### config.mk
export PLATFORM = sky130hd
export DESIGN_NAME = bitmap_text_character_generator_top
export DESIGN_NICKNAME = d
export VERILOG_FILES = /design/src/rtl/btcg_pkg.sv /design/src/rtl/btcg_sequencer.sv /design/src/rtl/btcg_datapath.sv /design/src/rtl/bitmap_text_character_generator_top.sv
export SDC_FILE = /design/constraint.sdc
export NUM_CORES = 1
export LEC_CHECK = 0
export ABC_CLOCK_PERIOD_IN_PS = 4200
export BUFFER_PORTS_ARGS = -buffer_cell sky130_fd_sc_hd__buf_2
export CORE_MARGIN = 1
export CORE_UTILIZATION = 43
export CTS_BUF_LIST = sky130_fd_sc_hd__clkbuf_8
export DETAILED_ROUTE_END_ITERATION = 16
export PLACE_DENSITY = 0.63
export SLEW_MARGIN = 15
export SYNTH_ARGS = -nofsm -noshare
export SYNTH_HDL_FRONTEND = slang
export SYNTH_HIERARCHICAL = 1
export SYNTH_MEMORY_MAX_BITS = 65536
export SYNTH_SLANG_ARGS = --single-unit
### constraint.sdc
create_clock -name i_clk -period 4.2 [get_ports i_clk]
set_clock_uncertainty 0.1 [all_clocks]
set_input_delay 0.84 -clock i_clk [delete_from_list [all_inputs] [get_ports i_clk]]
set_output_delay 0.84 -clock i_clk [all_outputs]
set_load 0.02 [all_outputs]
### src/rtl/btcg_pkg.sv
// ----------------------------------------------------------------------------
// btcg_pkg
// Shared types, microcode and 5x7 font for the bitmap text character generator.
// ----------------------------------------------------------------------------
package btcg_pkg;

    localparam int COORD_BITS_DEF = 16;

    localparam int GLYPH_ROWS = 7;
    localparam int GLYPH_COLS = 5;
    localparam int GLYPH_DOTS = GLYPH_ROWS * GLYPH_COLS;

    localparam logic [7:0] CHAR_NEWLINE = 8'd10;
    localparam logic [3:0] ADV_DOTS     = 4'd6;   // pen advance per character, in dots
    localparam logic [3:0] LINE_DOTS    = 4'd9;   // line pitch, in dots

    localparam logic [4:0] SCALE_MIN = 5'd1;
    localparam logic [4:0] SCALE_MAX = 5'd16;

    typedef logic [2:0] t_upc;

    // microcode addresses
    localparam t_upc UPC_WAIT    = 3'd0;
    localparam t_upc UPC_LOAD    = 3'd1;
    localparam t_upc UPC_SCAN    = 3'd2;
    localparam t_upc UPC_ADVANCE = 3'd3;
    localparam t_upc UPC_NEWLINE = 3'd4;

    typedef enum logic [2:0] {
        COND_NEVER,
        COND_ALWAYS,
        COND_NO_INPUT,
        COND_NEWLINE,
        COND_SCAN_BUSY
    } t_cond;

    // datapath controls carried by one microword
    typedef struct packed {
        logic in_ready;
        logic ld_glyph;
        logic scan_en;
        logic adv_pen;
        logic new_line;
    } t_ctrl;

    typedef struct packed {
        t_ctrl ctrl;
        t_cond cond;
        t_upc  target;
    } t_uword;

    // datapath flags the sequencer branches on
    typedef struct packed {
        logic accepted;
        logic is_newline;
        logic scan_done;
    } t_status;

    localparam t_uword UCODE_ROM [0:7] = '{
        // wait for a character, stay here until one is taken
        '{'{1'b1, 1'b0, 1'b0, 1'b0, 1'b0}, COND_NO_INPUT,  UPC_WAIT},
        // origin load and glyph fetch, branch off for a newline
        '{'{1'b0, 1'b1, 1'b0, 1'b0, 1'b0}, COND_NEWLINE,   UPC_NEWLINE},
        // one dot per step until the last lit dot has gone
        '{'{1'b0, 1'b0, 1'b1, 1'b0, 1'b0}, COND_SCAN_BUSY, UPC_SCAN},
        '{'{1'b0, 1'b0, 1'b0, 1'b1, 1'b0}, COND_ALWAYS,    UPC_WAIT},
        '{'{1'b0, 1'b0, 1'b0, 1'b0, 1'b1}, COND_ALWAYS,    UPC_WAIT},
        '{'{1'b0, 1'b0, 1'b0, 1'b0, 1'b0}, COND_ALWAYS,    UPC_WAIT},
        '{'{1'b0, 1'b0, 1'b0, 1'b0, 1'b0}, COND_ALWAYS,    UPC_WAIT},
        '{'{1'b0, 1'b0, 1'b0, 1'b0, 1'b0}, COND_ALWAYS,    UPC_WAIT}
    };

    // Glyph bitmap, top row first; bit 34 is the top left dot.
    function automatic logic [GLYPH_DOTS-1:0] glyph_rows(input logic [7:0] code);
        logic [7:0]            c;
        logic [GLYPH_DOTS-1:0] g;
        c = ((code >= "a") && (code <= "z")) ? (code - 8'd32) : code;
        unique case (c)
            "0": g = {5'h0e, 5'h11, 5'h13, 5'h15, 5'h19, 5'h11, 5'h0e};
            "1": g = {5'h04, 5'h0c, 5'h04, 5'h04, 5'h04, 5'h04, 5'h0e};
            "2": g = {5'h0e, 5'h11, 5'h01, 5'h02, 5'h04, 5'h08, 5'h1f};
            "3": g = {5'h1e, 5'h01, 5'h01, 5'h0e, 5'h01, 5'h01, 5'h1e};
            "4": g = {5'h02, 5'h06, 5'h0a, 5'h12, 5'h1f, 5'h02, 5'h02};
            "5": g = {5'h1f, 5'h10, 5'h10, 5'h1e, 5'h01, 5'h01, 5'h1e};
            "6": g = {5'h0e, 5'h10, 5'h10, 5'h1e, 5'h11, 5'h11, 5'h0e};
            "7": g = {5'h1f, 5'h01, 5'h02, 5'h04, 5'h08, 5'h08, 5'h08};
            "8": g = {5'h0e, 5'h11, 5'h11, 5'h0e, 5'h11, 5'h11, 5'h0e};
            "9": g = {5'h0e, 5'h11, 5'h11, 5'h0f, 5'h01, 5'h01, 5'h0e};
            "A": g = {5'h0e, 5'h11, 5'h11, 5'h1f, 5'h11, 5'h11, 5'h11};
            "B": g = {5'h1e, 5'h11, 5'h11, 5'h1e, 5'h11, 5'h11, 5'h1e};
            "C": g = {5'h0e, 5'h11, 5'h10, 5'h10, 5'h10, 5'h11, 5'h0e};
            "D": g = {5'h1e, 5'h11, 5'h11, 5'h11, 5'h11, 5'h11, 5'h1e};
            "E": g = {5'h1f, 5'h10, 5'h10, 5'h1e, 5'h10, 5'h10, 5'h1f};
            "F": g = {5'h1f, 5'h10, 5'h10, 5'h1e, 5'h10, 5'h10, 5'h10};
            "G": g = {5'h0e, 5'h11, 5'h10, 5'h17, 5'h11, 5'h11, 5'h0f};
            "H": g = {5'h11, 5'h11, 5'h11, 5'h1f, 5'h11, 5'h11, 5'h11};
            "I": g = {5'h0e, 5'h04, 5'h04, 5'h04, 5'h04, 5'h04, 5'h0e};
            "J": g = {5'h07, 5'h02, 5'h02, 5'h02, 5'h12, 5'h12, 5'h0c};
            "K": g = {5'h11, 5'h12, 5'h14, 5'h18, 5'h14, 5'h12, 5'h11};
            "L": g = {5'h10, 5'h10, 5'h10, 5'h10, 5'h10, 5'h10, 5'h1f};
            "M": g = {5'h11, 5'h1b, 5'h15, 5'h15, 5'h11, 5'h11, 5'h11};
            "N": g = {5'h11, 5'h19, 5'h15, 5'h13, 5'h11, 5'h11, 5'h11};
            "O": g = {5'h0e, 5'h11, 5'h11, 5'h11, 5'h11, 5'h11, 5'h0e};
            "P": g = {5'h1e, 5'h11, 5'h11, 5'h1e, 5'h10, 5'h10, 5'h10};
            "Q": g = {5'h0e, 5'h11, 5'h11, 5'h11, 5'h15, 5'h12, 5'h0d};
            "R": g = {5'h1e, 5'h11, 5'h11, 5'h1e, 5'h14, 5'h12, 5'h11};
            "S": g = {5'h0f, 5'h10, 5'h10, 5'h0e, 5'h01, 5'h01, 5'h1e};
            "T": g = {5'h1f, 5'h04, 5'h04, 5'h04, 5'h04, 5'h04, 5'h04};
            "U": g = {5'h11, 5'h11, 5'h11, 5'h11, 5'h11, 5'h11, 5'h0e};
            "V": g = {5'h11, 5'h11, 5'h11, 5'h11, 5'h0a, 5'h0a, 5'h04};
            "W": g = {5'h11, 5'h11, 5'h11, 5'h15, 5'h15, 5'h1b, 5'h11};
            "X": g = {5'h11, 5'h11, 5'h0a, 5'h04, 5'h0a, 5'h11, 5'h11};
            "Y": g = {5'h11, 5'h11, 5'h0a, 5'h04, 5'h04, 5'h04, 5'h04};
            "Z": g = {5'h1f, 5'h01, 5'h02, 5'h04, 5'h08, 5'h10, 5'h1f};
            "+": g = {5'h00, 5'h04, 5'h04, 5'h1f, 5'h04, 5'h04, 5'h00};
            "-": g = {5'h00, 5'h00, 5'h00, 5'h1f, 5'h00, 5'h00, 5'h00};
            ".": g = {5'h00, 5'h00, 5'h00, 5'h00, 5'h00, 5'h0c, 5'h0c};
            ":": g = {5'h00, 5'h0c, 5'h0c, 5'h00, 5'h0c, 5'h0c, 5'h00};
            "/": g = {5'h01, 5'h01, 5'h02, 5'h04, 5'h08, 5'h10, 5'h10};
            "%": g = {5'h19, 5'h19, 5'h02, 5'h04, 5'h08, 5'h13, 5'h13};
            default: g = '0;
        endcase
        return g;
    endfunction

endpackage

### src/rtl/btcg_sequencer.sv
// ----------------------------------------------------------------------------
// btcg_sequencer
// Microprogram counter and control store; branches on datapath status.
// ----------------------------------------------------------------------------
module btcg_sequencer (
    input  logic              i_clk,
    input  logic              i_rst_n,
    input  btcg_pkg::t_status i_status,
    output btcg_pkg::t_ctrl   o_ctrl
);

    btcg_pkg::t_upc   r_upc;
    btcg_pkg::t_upc   n_upc;
    btcg_pkg::t_uword uword;
    logic             take_jump;

    always_comb begin
        uword  = btcg_pkg::UCODE_ROM[r_upc];
        o_ctrl = uword.ctrl;
    end

    always_comb begin
        unique case (uword.cond)
            btcg_pkg::COND_NEVER:     take_jump = 1'b0;
            btcg_pkg::COND_ALWAYS:    take_jump = 1'b1;
            btcg_pkg::COND_NO_INPUT:  take_jump = !i_status.accepted;
            btcg_pkg::COND_NEWLINE:   take_jump = i_status.is_newline;
            btcg_pkg::COND_SCAN_BUSY: take_jump = !i_status.scan_done;
            default:                  take_jump = 1'b1;
        endcase
        n_upc = take_jump ? uword.target : btcg_pkg::t_upc'(r_upc + 3'd1);
    end

    always_ff @(posedge i_clk) begin
        if (!i_rst_n) begin
            r_upc <= btcg_pkg::UPC_WAIT;
        end else begin
            r_upc <= n_upc;
        end
    end

    a_accept_to_load: assert property (@(posedge i_clk) disable iff (!i_rst_n)
        i_status.accepted |=> r_upc == btcg_pkg::UPC_LOAD)
        else $error("accepted character did not move on to glyph load");

    a_scan_done_advance: assert property (@(posedge i_clk) disable iff (!i_rst_n)
        i_status.scan_done |=> r_upc == btcg_pkg::UPC_ADVANCE)
        else $error("end of scan did not lead to pen advance");

endmodule

### src/rtl/btcg_datapath.sv
// ----------------------------------------------------------------------------
// btcg_datapath
// Pen registers, glyph shift register, saturating adders and output register.
// ----------------------------------------------------------------------------
module btcg_datapath #(
    parameter int COORD_BITS = btcg_pkg::COORD_BITS_DEF
) (
    input  logic              i_clk,
    input  logic              i_rst_n,
    input  btcg_pkg::t_ctrl   i_ctrl,
    output btcg_pkg::t_status o_status,
    input  logic              i_in_valid,
    output logic              o_in_ready,
    input  logic [7:0]        i_char_code,
    input  logic              i_first_of_text,
    input  logic signed [15:0] i_origin_x,
    input  logic signed [15:0] i_origin_y,
    input  logic [4:0]        i_dot_scale,
    input  logic [31:0]       i_ink_color,
    output logic              o_out_valid,
    input  logic              i_out_ready,
    output logic signed [15:0] o_square_x,
    output logic signed [15:0] o_square_y,
    output logic [4:0]        o_square_size,
    output logic [31:0]       o_square_color,
    output logic              o_last_square
);

    localparam int CB   = COORD_BITS;
    localparam int OW   = (CB > 16) ? CB : 16;
    localparam int DOTS = btcg_pkg::GLYPH_DOTS;
    localparam logic signed [CB-1:0] C_MAX = {1'b0, {(CB-1){1'b1}}};
    localparam logic signed [CB-1:0] C_MIN = {1'b1, {(CB-1){1'b0}}};

    function automatic logic signed [CB-1:0] sat_add(input logic signed [CB-1:0] base,
                                                     input logic [7:0] off);
        logic signed [CB+1:0] sum;
        logic [2:0]           top;
        sum = (CB+2)'(base) + (CB+2)'($signed({1'b0, off}));
        top = sum[CB+1:CB-1];
        if ((&top) || !(|top)) begin
            return sum[CB-1:0];
        end
        return sum[CB+1] ? C_MIN : C_MAX;
    endfunction

    function automatic logic signed [CB-1:0] sat_origin(input logic signed [15:0] v);
        logic signed [OW-1:0] ext;
        logic [OW-CB:0]       top;
        ext = OW'(v);
        top = ext[OW-1:CB-1];
        if ((&top) || !(|top)) begin
            return ext[CB-1:0];
        end
        return ext[OW-1] ? C_MIN : C_MAX;
    endfunction

    // latched character
    logic [7:0]         r_code;
    logic               r_first;
    logic signed [15:0] r_org_x;
    logic signed [15:0] r_org_y;
    logic [4:0]         r_scale;
    logic [31:0]        r_color;

    // pen state
    logic signed [CB-1:0] r_pen_x;
    logic signed [CB-1:0] r_pen_y;
    logic signed [CB-1:0] r_line_x;

    // dot scan
    logic [DOTS-1:0] r_dots;
    logic [2:0]      r_col;
    logic [2:0]      r_row;

    logic               r_out_valid;
    logic signed [15:0] r_sq_x;
    logic signed [15:0] r_sq_y;
    logic [4:0]         r_sq_size;
    logic [31:0]        r_sq_color;
    logic               r_sq_last;

    logic                 accepted;
    logic [4:0]           scale_in;
    logic                 cur_lit;
    logic                 rest_empty;
    logic                 out_free;
    logic                 step_go;
    logic                 emit;
    logic signed [CB-1:0] pen_x_ld;
    logic signed [CB-1:0] dot_x;
    logic signed [CB-1:0] dot_y;

    assign o_in_ready = i_ctrl.in_ready;
    assign accepted   = i_in_valid && i_ctrl.in_ready;

    always_comb begin
        if (i_dot_scale < btcg_pkg::SCALE_MIN) begin
            scale_in = btcg_pkg::SCALE_MIN;
        end else if (i_dot_scale > btcg_pkg::SCALE_MAX) begin
            scale_in = btcg_pkg::SCALE_MAX;
        end else begin
            scale_in = i_dot_scale;
        end
    end

    assign cur_lit    = r_dots[DOTS-1];
    assign rest_empty = (r_dots[DOTS-2:0] == '0);
    assign out_free   = !r_out_valid || i_out_ready;
    assign step_go    = i_ctrl.scan_en && (!cur_lit || out_free);
    assign emit       = step_go && cur_lit;

    assign pen_x_ld = sat_origin(r_org_x);
    assign dot_x    = sat_add(r_pen_x, 8'(r_col * r_scale));
    assign dot_y    = sat_add(r_pen_y, 8'(r_row * r_scale));

    assign o_status.accepted   = accepted;
    assign o_status.is_newline = (r_code == btcg_pkg::CHAR_NEWLINE);
    assign o_status.scan_done  = step_go && rest_empty;

    always_ff @(posedge i_clk) begin
        if (accepted) begin
            r_code  <= i_char_code;
            r_first <= i_first_of_text;
            r_org_x <= i_origin_x;
            r_org_y <= i_origin_y;
            r_scale <= scale_in;
            r_color <= i_ink_color;
        end
    end

    always_ff @(posedge i_clk) begin
        if (!i_rst_n) begin
            r_pen_x  <= '0;
            r_pen_y  <= '0;
            r_line_x <= '0;
        end else if (i_ctrl.ld_glyph && r_first) begin
            r_pen_x  <= pen_x_ld;
            r_line_x <= pen_x_ld;
            r_pen_y  <= sat_origin(r_org_y);
        end else if (i_ctrl.new_line) begin
            r_pen_x <= r_line_x;
            r_pen_y <= sat_add(r_pen_y, 8'(r_scale * btcg_pkg::LINE_DOTS));
        end else if (i_ctrl.adv_pen) begin
            r_pen_x <= sat_add(r_pen_x, 8'(r_scale * btcg_pkg::ADV_DOTS));
        end
    end

    always_ff @(posedge i_clk) begin
        if (i_ctrl.ld_glyph) begin
            r_dots <= btcg_pkg::glyph_rows(r_code);
            r_col  <= '0;
            r_row  <= '0;
        end else if (step_go) begin
            r_dots <= {r_dots[DOTS-2:0], 1'b0};
            if (r_col == 3'(btcg_pkg::GLYPH_COLS - 1)) begin
                r_col <= '0;
                r_row <= r_row + 3'd1;
            end else begin
                r_col <= r_col + 3'd1;
            end
        end
    end

    always_ff @(posedge i_clk) begin
        if (!i_rst_n) begin
            r_out_valid <= 1'b0;
        end else if (emit) begin
            r_out_valid <= 1'b1;
        end else if (i_out_ready) begin
            r_out_valid <= 1'b0;
        end
    end

    always_ff @(posedge i_clk) begin
        if (emit) begin
            r_sq_x     <= 16'(dot_x);
            r_sq_y     <= 16'(dot_y);
            r_sq_size  <= r_scale;
            r_sq_color <= r_color;
            r_sq_last  <= rest_empty;
        end
    end

    assign o_out_valid    = r_out_valid;
    assign o_square_x     = r_sq_x;
    assign o_square_y     = r_sq_y;
    assign o_square_size  = r_sq_size;
    assign o_square_color = r_sq_color;
    assign o_last_square  = r_sq_last;

    a_scan_holds_on_stall: assert property (@(posedge i_clk) disable iff (!i_rst_n)
        (i_ctrl.scan_en && cur_lit && r_out_valid && !i_out_ready) |=> $stable(r_dots))
        else $error("lit dot dropped while the output register was full");

    a_emit_sets_valid: assert property (@(posedge i_clk) disable iff (!i_rst_n)
        emit |=> r_out_valid && (r_sq_size == $past(r_scale)))
        else $error("emitted square not presented");

endmodule

### src/rtl/bitmap_text_character_generator_top.sv
// ----------------------------------------------------------------------------
// bitmap_text_character_generator_top
// 5x7 dot-matrix text to filled squares, one text byte per transaction.
// ----------------------------------------------------------------------------
// Send text one byte per input transaction; set tuser on the first byte of a
// text to load origin_x/origin_y as pen and line start. Lower case is folded
// to upper case; digits, letters and + - . : / % have glyphs, all else is a
// blank that still advances the pen. Each lit dot comes out as one square
// transaction of side dot_scale (clamped to 1..16), tlast on the last square
// of the character; the pen then moves right 6*scale pixels. Byte 10 is a
// newline: pen back to line start and 9*scale rows down, nothing emitted.
// Coordinates are held in COORD_BITS and saturate; outputs carry the low
// 16 bits. A small microcoded sequencer walks the glyph one dot per cycle,
// holding on a lit dot while the output register is full, and stops after
// the last lit dot of the character. The next byte is taken while the last
// square still waits in the output register.
// ----------------------------------------------------------------------------
module bitmap_text_character_generator_top #(
    parameter int COORD_BITS = btcg_pkg::COORD_BITS_DEF
) (
    input  logic        i_clk,
    input  logic        i_rst_n,
    // input stream
    input  logic        s_axis_tvalid,
    output logic        s_axis_tready,
    // [7:0] char_code, [23:8] origin_x, [39:24] origin_y,
    // [44:40] dot_scale, [76:45] ink_color, [79:77] zero
    input  logic [79:0] s_axis_tdata,
    // [0] first_of_text
    input  logic [0:0]  s_axis_tuser,
    // output stream
    output logic        m_axis_tvalid,
    input  logic        m_axis_tready,
    // [15:0] square_x, [31:16] square_y, [36:32] square_size,
    // [68:37] square_color, [71:69] zero
    output logic [71:0] m_axis_tdata,
    output logic        m_axis_tlast    // last_square
);

    btcg_pkg::t_ctrl   ctrl;
    btcg_pkg::t_status status;

    logic signed [15:0] sq_x;
    logic signed [15:0] sq_y;
    logic [4:0]         sq_size;
    logic [31:0]        sq_color;

    // control store and step counter
    btcg_sequencer u_seq (
        .i_clk    (i_clk),
        .i_rst_n  (i_rst_n),
        .i_status (status),
        .o_ctrl   (ctrl)
    );

    // pen, glyph scan and output register
    btcg_datapath #(
        .COORD_BITS (COORD_BITS)
    ) u_dp (
        .i_clk           (i_clk),
        .i_rst_n         (i_rst_n),
        .i_ctrl          (ctrl),
        .o_status        (status),
        .i_in_valid      (s_axis_tvalid),
        .o_in_ready      (s_axis_tready),
        .i_char_code     (s_axis_tdata[7:0]),
        .i_first_of_text (s_axis_tuser[0]),
        .i_origin_x      (s_axis_tdata[23:8]),
        .i_origin_y      (s_axis_tdata[39:24]),
        .i_dot_scale     (s_axis_tdata[44:40]),
        .i_ink_color     (s_axis_tdata[76:45]),
        .o_out_valid     (m_axis_tvalid),
        .i_out_ready     (m_axis_tready),
        .o_square_x      (sq_x),
        .o_square_y      (sq_y),
        .o_square_size   (sq_size),
        .o_square_color  (sq_color),
        .o_last_square   (m_axis_tlast)
    );

    // pack the square, first field lowest
    assign m_axis_tdata = {3'b000, sq_color, sq_size, sq_y, sq_x};

endmodule

-- Yosys cells after proc, flatten, opt, wreduce, memory -nomap -nowiden
Memory sizes are Yosys's and may differ from the RTL's.
Cells that the tools add are included.
- register bits: 241
- bits in read-only memories: 4568
- input port bits: 85
- output and inout bits: 75
- memories: 2
- $add $sub $neg: 8
- $mul: 4
- magnitude comparators: 5
- equality and inequality tests: 5
- mux-type cells: 44
- bitwise operators: 1
- reductions and logical operators: 36
- memory list (memory ; depth ; bits a word ; rd ports ; clocked after Yosys merged registers in ; wr ports ; RTL line ; RTL):
    (name not given) ; 128 ; 35 ; 1 ; 0 ; 0 ; btcg_pkg.sv:78 ; unique case (c)
    (name not given) ; 8 ; 11 ; 1 ; 0 ; 0 ; btcg_sequencer.sv:18 ; uword = btcg_pkg::UCODE_ROM[r_upc];
- operator list (kind ; count):
    16-bit two-way mux ; 19
    35-bit two-way mux ; 3
    16-bit by 9-bit adder with 17-bit output ; 4
    34-bit logical NOT ; 1
    11-bit two-way mux ; 2
    3-bit by 5-bit multiplier with 8-bit output ; 2
    1-bit two-way mux ; 15
    3-bit AND reduction ; 4
    3-bit OR reduction ; 4
    3-bit by 1-bit adder with 3-bit output, second input constant ; 3
    8-bit by 4-bit == test with 1-bit output, second input constant ; 1
    8-bit by 7-bit greater-or-equal comparator with 1-bit output, second input constant ; 1
    8-bit by 7-bit <= comparator with 1-bit output, second input constant ; 1
    1-bit logical NOT ; 8
    5-bit by 4-bit multiplier with 8-bit output, second input constant ; 1
    8-bit two-way mux ; 1
    8-bit by 6-bit subtractor with 8-bit output, second input constant ; 1
    5-bit by 2-bit multiplier with 7-bit output, second input constant ; 1
    3-bit by 2-bit == test with 1-bit output, second input constant ; 2
    3-bit == test, second input constant ; 2
    1-bit logical AND ; 6
    1-bit logical OR ; 6
    3-bit two-way mux ; 2
    2-bit nonzero test ; 3
    other kinds (10) ; 10

-- Depth between registers and ports, before layout
- depth in word-level cells: 14
- gate-level depth with buffers: 19
- gate-level depth less buffers: 18

-- Modules after synthesis
The synthesis kept the hierarchy.
- modules (own cells, without submodules) (module ; instances ; cells an instance ; area an instance (um2) ; sequential area each (um2)):
    btcg_datapath ; 1 ; 1320 ; 13462.9 ; 6596.3
    btcg_sequencer ; 1 ; 27 ; 264.0 ; 60.1
    bitmap_text_character_generator_top ; 1 ; 4 ; 26.3 ; 0.0

-- Least setup slack after synthesis
Ideal clock, no wire load.
- path kind: register to register
- from: register u_dp.r_scale[0]
- to: register u_dp.r_sq_x[10], in the netlist u_dp/o_square_x[10], data pin
- setup time: 0.272 ns
- data arrival time: 3.774 ns
- required time: 3.828 ns
- slack: 0.054 ns
- stages on the path, launching flop included: 15
- period minus slack after synthesis: 4.146 ns
- cell sequence: edfxtp_1 > nand2_1 > fa_1 > inv_1 > ha_1 > fa_1 > a21o_1 > a21oi_1 > xnor2_1 > ha_1 > a21o_1 > a221oi_4 > mux2i_1 > clkbuf_1 > o21ai_0
- cells in the longest elaborated chain, start to end: 7
- elaborated cells between the ends (all ways): 10
- those cells by class: add/sub (1); mul (1); mux (4); reduce/logical (4)
- RTL lines (what ; RTL line ; RTL):
    start, declared ; btcg_datapath.sv:63 ; logic [4:0] r_scale;
    start signal, assigned ; btcg_datapath.sv:127 ; r_scale <= scale_in;
    3-bit by 5-bit multiplier with 8-bit output (*) ; btcg_datapath.sv:114 ; assign dot_x = sat_add(r_pen_x, 8'(r_col * r_scale));
    16-bit by 9-bit adder with 17-bit output (*) ; btcg_datapath.sv:39 ; sum = (CB+2)'(base) + (CB+2)'($signed({1'b0, off}));
    3-bit OR reduction ; btcg_datapath.sv:41 ; if ((&top) || !(|top)) begin
    1-bit logical NOT ; btcg_datapath.sv:41 ;
    1-bit logical OR ; btcg_datapath.sv:41 ;
    1-bit two-way mux ; btcg_datapath.sv:41 ;
    16-bit two-way mux (*) ; btcg_datapath.sv:44 ; return sum[CB+1] ? C_MIN : C_MAX;
    net u_dp.dot_x[10] ; btcg_datapath.sv:91 ; logic signed [CB-1:0] dot_x;
    end signal, assigned ; btcg_datapath.sv:177 ; r_sq_x <= 16'(dot_x);
    end, declared ; btcg_datapath.sv:77 ; logic signed [15:0] r_sq_x;
The timed path passes the listed nets; every way through them passes the cells marked *. The select of a mux whose other input is x is not followed.
A chain may end at the register's enable or synchronous reset.

-- Final worst setup path
- from: register u_dp.r_scale[2]
- to: register u_dp.r_sq_x[2], in the netlist u_dp/o_square_x[2], data pin
Same word-level chain as after synthesis.

==> summary by stage <==
Outcome
The flow ran to the end, and the final reports show no timing, DRC or antenna violations.

Setup path
The worst setup path is launched from a register. The worst setup path is captured at a register. The worst setup path category is reg2reg. The maximum fanout count along the critical path is 7.

The data arrival time of the critical path is ~4.2 ns. STA puts the critical path data required time at roughly 4.4 ns. In this run the register-to-register setup slack is 0.18 ns.

Logic synthesis
The proportion of synthesized area in mux cells is 0.919%. Sequential cells were found to cover 48.4% of the synthesized design area. Counting every instance in the synthesized netlist gives 1,351. The synthesized design contains 183 enable-type register cells. Counting flops with an async set or reset pin after synthesis yields a share of 0%.

The adder-cell share of the synthesized area is 8.77%. The most used flip-flop cell after synthesis is edfxtp_1. The most area-hungry cell type in the Yosys netlist is edfxtp_1. The XOR/XNOR share of the synthesized area is 3.18%. The main combinational cell family by area after synthesis is compound AO/OA/AOI/OAI gates.

Of the post-synthesis cell area, the dominant cell type holds approximately two fifths. The total standard cell area after synthesis is 13,800 µm². Yosys mapped the design onto 92 distinct sky130hd cell types.

The fraction of the mapped netlist area in compound gates is 20.1%. During synthesis, Yosys emitted a total of 6 warnings. The mean instance size in the synthesized netlist is 10.2 µm². Summing the areas of all and, or, nand and nor instances in the mapped netlist gives between 10% and 20% of the synthesized area. In this run, synthesis produced a sequential element count of 241.

Sorting the synthesized cells by area gives the leading types as edfxtp_1, dfxtp_1, ha_1.

Timing
The summed negative setup slack over all endpoints is 0 ns. The final-report setup violation count is 0. The number of pins exceeding their max-slew limit in the final report is 0. The post-layout minimum cycle time is roughly 4.0 ns.

The final-report hold violation count is 0. In the finished design, the share of the clock period the worst path needs comes to 95.7%. Timing would allow up to 0.249 GHz. The actual slew at the worst max-slew pin is between 0.9 and 1 ns. In this run the tightest slew margin relative to its limit is 38.3%.

Pwr
The worst vdd rail ir drop is 0.648 mV. Cell internal power was estimated by the tool at 6.10 mW. The total design power is 10.1 mW.

Power spread over the standard cell area amounts to 632 nW/µm². The share of total power dissipated in the clock network is 20.7%. The leakage power is 6.45 nW. The switching power is 4.01 mW. The sequential share of power is 39.5%. The combinational group share of total power is 39.8%. The fraction of power spent switching nets is between 30% and 40%.

Floorplan
The core area is 31,500 µm². The die covers 32,700 µm². The floorplan has 65 rows. The height of the die is 181 µm. The floorplan step set the die width to 181 µm. The starting utilization of the core area is 43.7%. The I/O pin count is 160.

Global routing
The initial antenna violation count is 0. The first-pass GRT wire length is 57,900 µm. The via count of the first global-routing pass came to 10,800. The global-route usage over all layers is 22.1%.

The global-route congestion overflow total is 0. Entering global routing, the biggest net connects 48 pins.

Cells and area
Leaving out fill and tap cells, the most frequent cells in the layout are edfxtp_1, buf_2, nand2_1. The final standard cell count with taps included and fillers excluded is 1,956. The net count of the finished layout is 1,695. The share of the core filled with cells in the final layout is 50.8%.

The number of antenna diodes in the final layout is 0. The share of post-route cells with drive strength above 1 is 19.7%. Compared with the post-synthesis result, the final layout area differs by 16.3%.

The leading cell type in the layout, fill and taps excluded is edfxtp_1. Summing all non-filler instances in the final layout gives an area of 16,000 µm².

Routing
The post-detailed-route count of antenna-violating nets is 0. For this run, design rule violations remaining after detail routing come to 0. The final layout contains routed wiring with a total length of 36,700 µm.

The total vias in the final route is 11,100. The count of routing violations after the opening detailed-route iteration is 891. The average wire per cell in the routed design is 18.7 µm.

Before antenna repair, the detailed router went through 5 iterations. Dividing the detail-routed via count by the number of cells gives 5.67.

Flow run
The max capacitance violation total is 0.

Place
The cell count after placement is about 1,900. The HPWL after detailed placement is 26,700 µm. Summing all placed instances gives a cell area of 15,000 µm². The count of buffers added on input and output ports is 153. The final weighted congestion of routability-driven global placement is 0.958.

Clock network
The CTS buffer count is 42. The maximum level of the CTS H-tree is 2. After clock tree synthesis, the clock-pin slew on the worst setup and hold paths is 0.06 ns. The number of sinks handled by clock tree synthesis is ~240. No sink is reached through more buffers than the 3 on the longest clock path. In this run, post-CTS hold repair placed 0 buffers. The clock reaches the later pin of the worst-skew pair after around 0.56 ns. The root buffer cell chosen for the clock tree is clkbuf_8. The CTS tree is done.

Worst hold path
In this run the worst hold path is classified as reg2reg.
==> worst max-delay path, cell delays in order (launching register included) <==
cell and delay, ns:
edfxtp_1 0.52, nand2_1 0.12, fa_1 0.49, inv_1 0.05
ha_1 0.22, fa_2 0.36, a21o_1 0.17, a21oi_2 0.19
xnor2_2 0.17, ha_4 0.26, a21o_1 0.19, a221oi_4 0.32
mux2i_2 0.30, buf_4 0.20, o21ai_0 0.09
==> state kept, by name (all words and copies together), names as in the netlist <==
| name | cells |
|---|---|
| u_dp/r_row | 3 |
| u_dp/o_last_square | 1 |
| u_dp/r_dots | 35 |
| u_dp/r_pen_y | 16 |
| u_dp/r_scale | 5 |
| u_dp/r_org_y | 16 |
| u_dp/r_pen_x | 16 |
| u_dp/r_color | 32 |
| u_dp/o_square_size | 5 |
| u_dp/r_first | 1 |
| u_dp/r_line_x | 16 |
| u_seq/r_upc | 3 |
| u_dp/r_col | 3 |
| u_dp/r_code | 8 |
| u_dp/o_square_y | 16 |
| u_dp/o_square_x | 16 |
| u_dp/o_out_valid | 1 |
| u_dp/o_square_color | 32 |
| u_dp/pen_x_ld | 16 |
==> cell type report <==
type,count,area [µm²]
fillers,2945,15500
multi-input cells,983,6690
flip-flops and latches,241,6660
repair buffers,196,1110
clock buffers,45,619
well taps,402,503
inverters,58,218
clock inverters,31,199
==> cells by family (layout without fill, tap and decap cells) <==
kind of cell,count (synthesis),after routing
buffers and inverters,129,330
xor gates and xnor gates,50,50
and+or+nand+nor,416,416
DFF,241,241
AOI/OAI and AO/OA,414,414
adders and majority gates,88,88
other,1,3
muxes,12,12
==> path summary, 6_finish.rpt <==
kind                            startpoint                                end  cells after the start
max          u_dp/r_scale[2]$_SDFFCE_PP0P_       u_dp/o_square_x[2]$_DFFE_PP_                     14
min             u_dp/r_color[30]$_DFFE_PP_  u_dp/o_square_color[30]$_DFFE_PP_                      0
max reg2reg  u_dp/r_scale[2]$_SDFFCE_PP0P_       u_dp/o_square_x[2]$_DFFE_PP_                     14
min reg2reg     u_dp/r_color[30]$_DFFE_PP_  u_dp/o_square_color[30]$_DFFE_PP_                      0
==> metrics by stage <==
stage	setup slack (ns)	hold WS [ns]
5_1_grt	-0.0218	0.308
6_report	0.182	0.317
2_1_floorplan	0.0543	0.300
3_5_place_dp	-0.0221	0.305
3_3_place_gp	0.119	0.300
4_1_cts	0.0232	0.310
==> cells in the mapped netlist (all sizes together), types with 19 or more instances <==
cell type	instances
edfxtp	183
nand2	155
a21oi	125
o21ai	99
nor2	93
ha	74
dfxtp	58
inv	57
clkbuf	44
nor3	33
xnor2	30
a21o	29
buf	27
nor2b	23
xor2	20
nand3	19
==> layer usage <==
| layer | share of wire (%) | vias up | track usage, % |
|---|---|---|---|
| li1 | - | 5359 | - |
| met1 | 47 | 5259 | 30.9 |
| met2 | 44 | 404 | 34.1 |
| met3 | 6.3 | 72 | 4.09 |
| met4 | 3.2 | 0 | 8.38 |
| met5 | 0 | - | 0 |
==> repair_timing <==
action | CTS | global route
gates cloned | 0 | 1
resized for setup | 1 | 29
pin swaps | 0 | 13
setup endpoints to repair | 6 | 37
hold endpoints to repair | 0 | 0
buffers inserted | 0 | 5
==> power by group through the flow <==
stage | sequential (mW) | combinational, mW | clock [mW]
after CTS | 3.98 | 3.98 | 2.17
after global placement | 4.00 | 3.90 | 0
final | 3.99 | 4.02 | 2.09
after floorplan | 3.92 | 2.80 | 0
after detailed placement | 4.01 | 3.95 | 0
after global routing | 4.05 | 4.45 | 2.28
(Power assumes the default switching activity.)
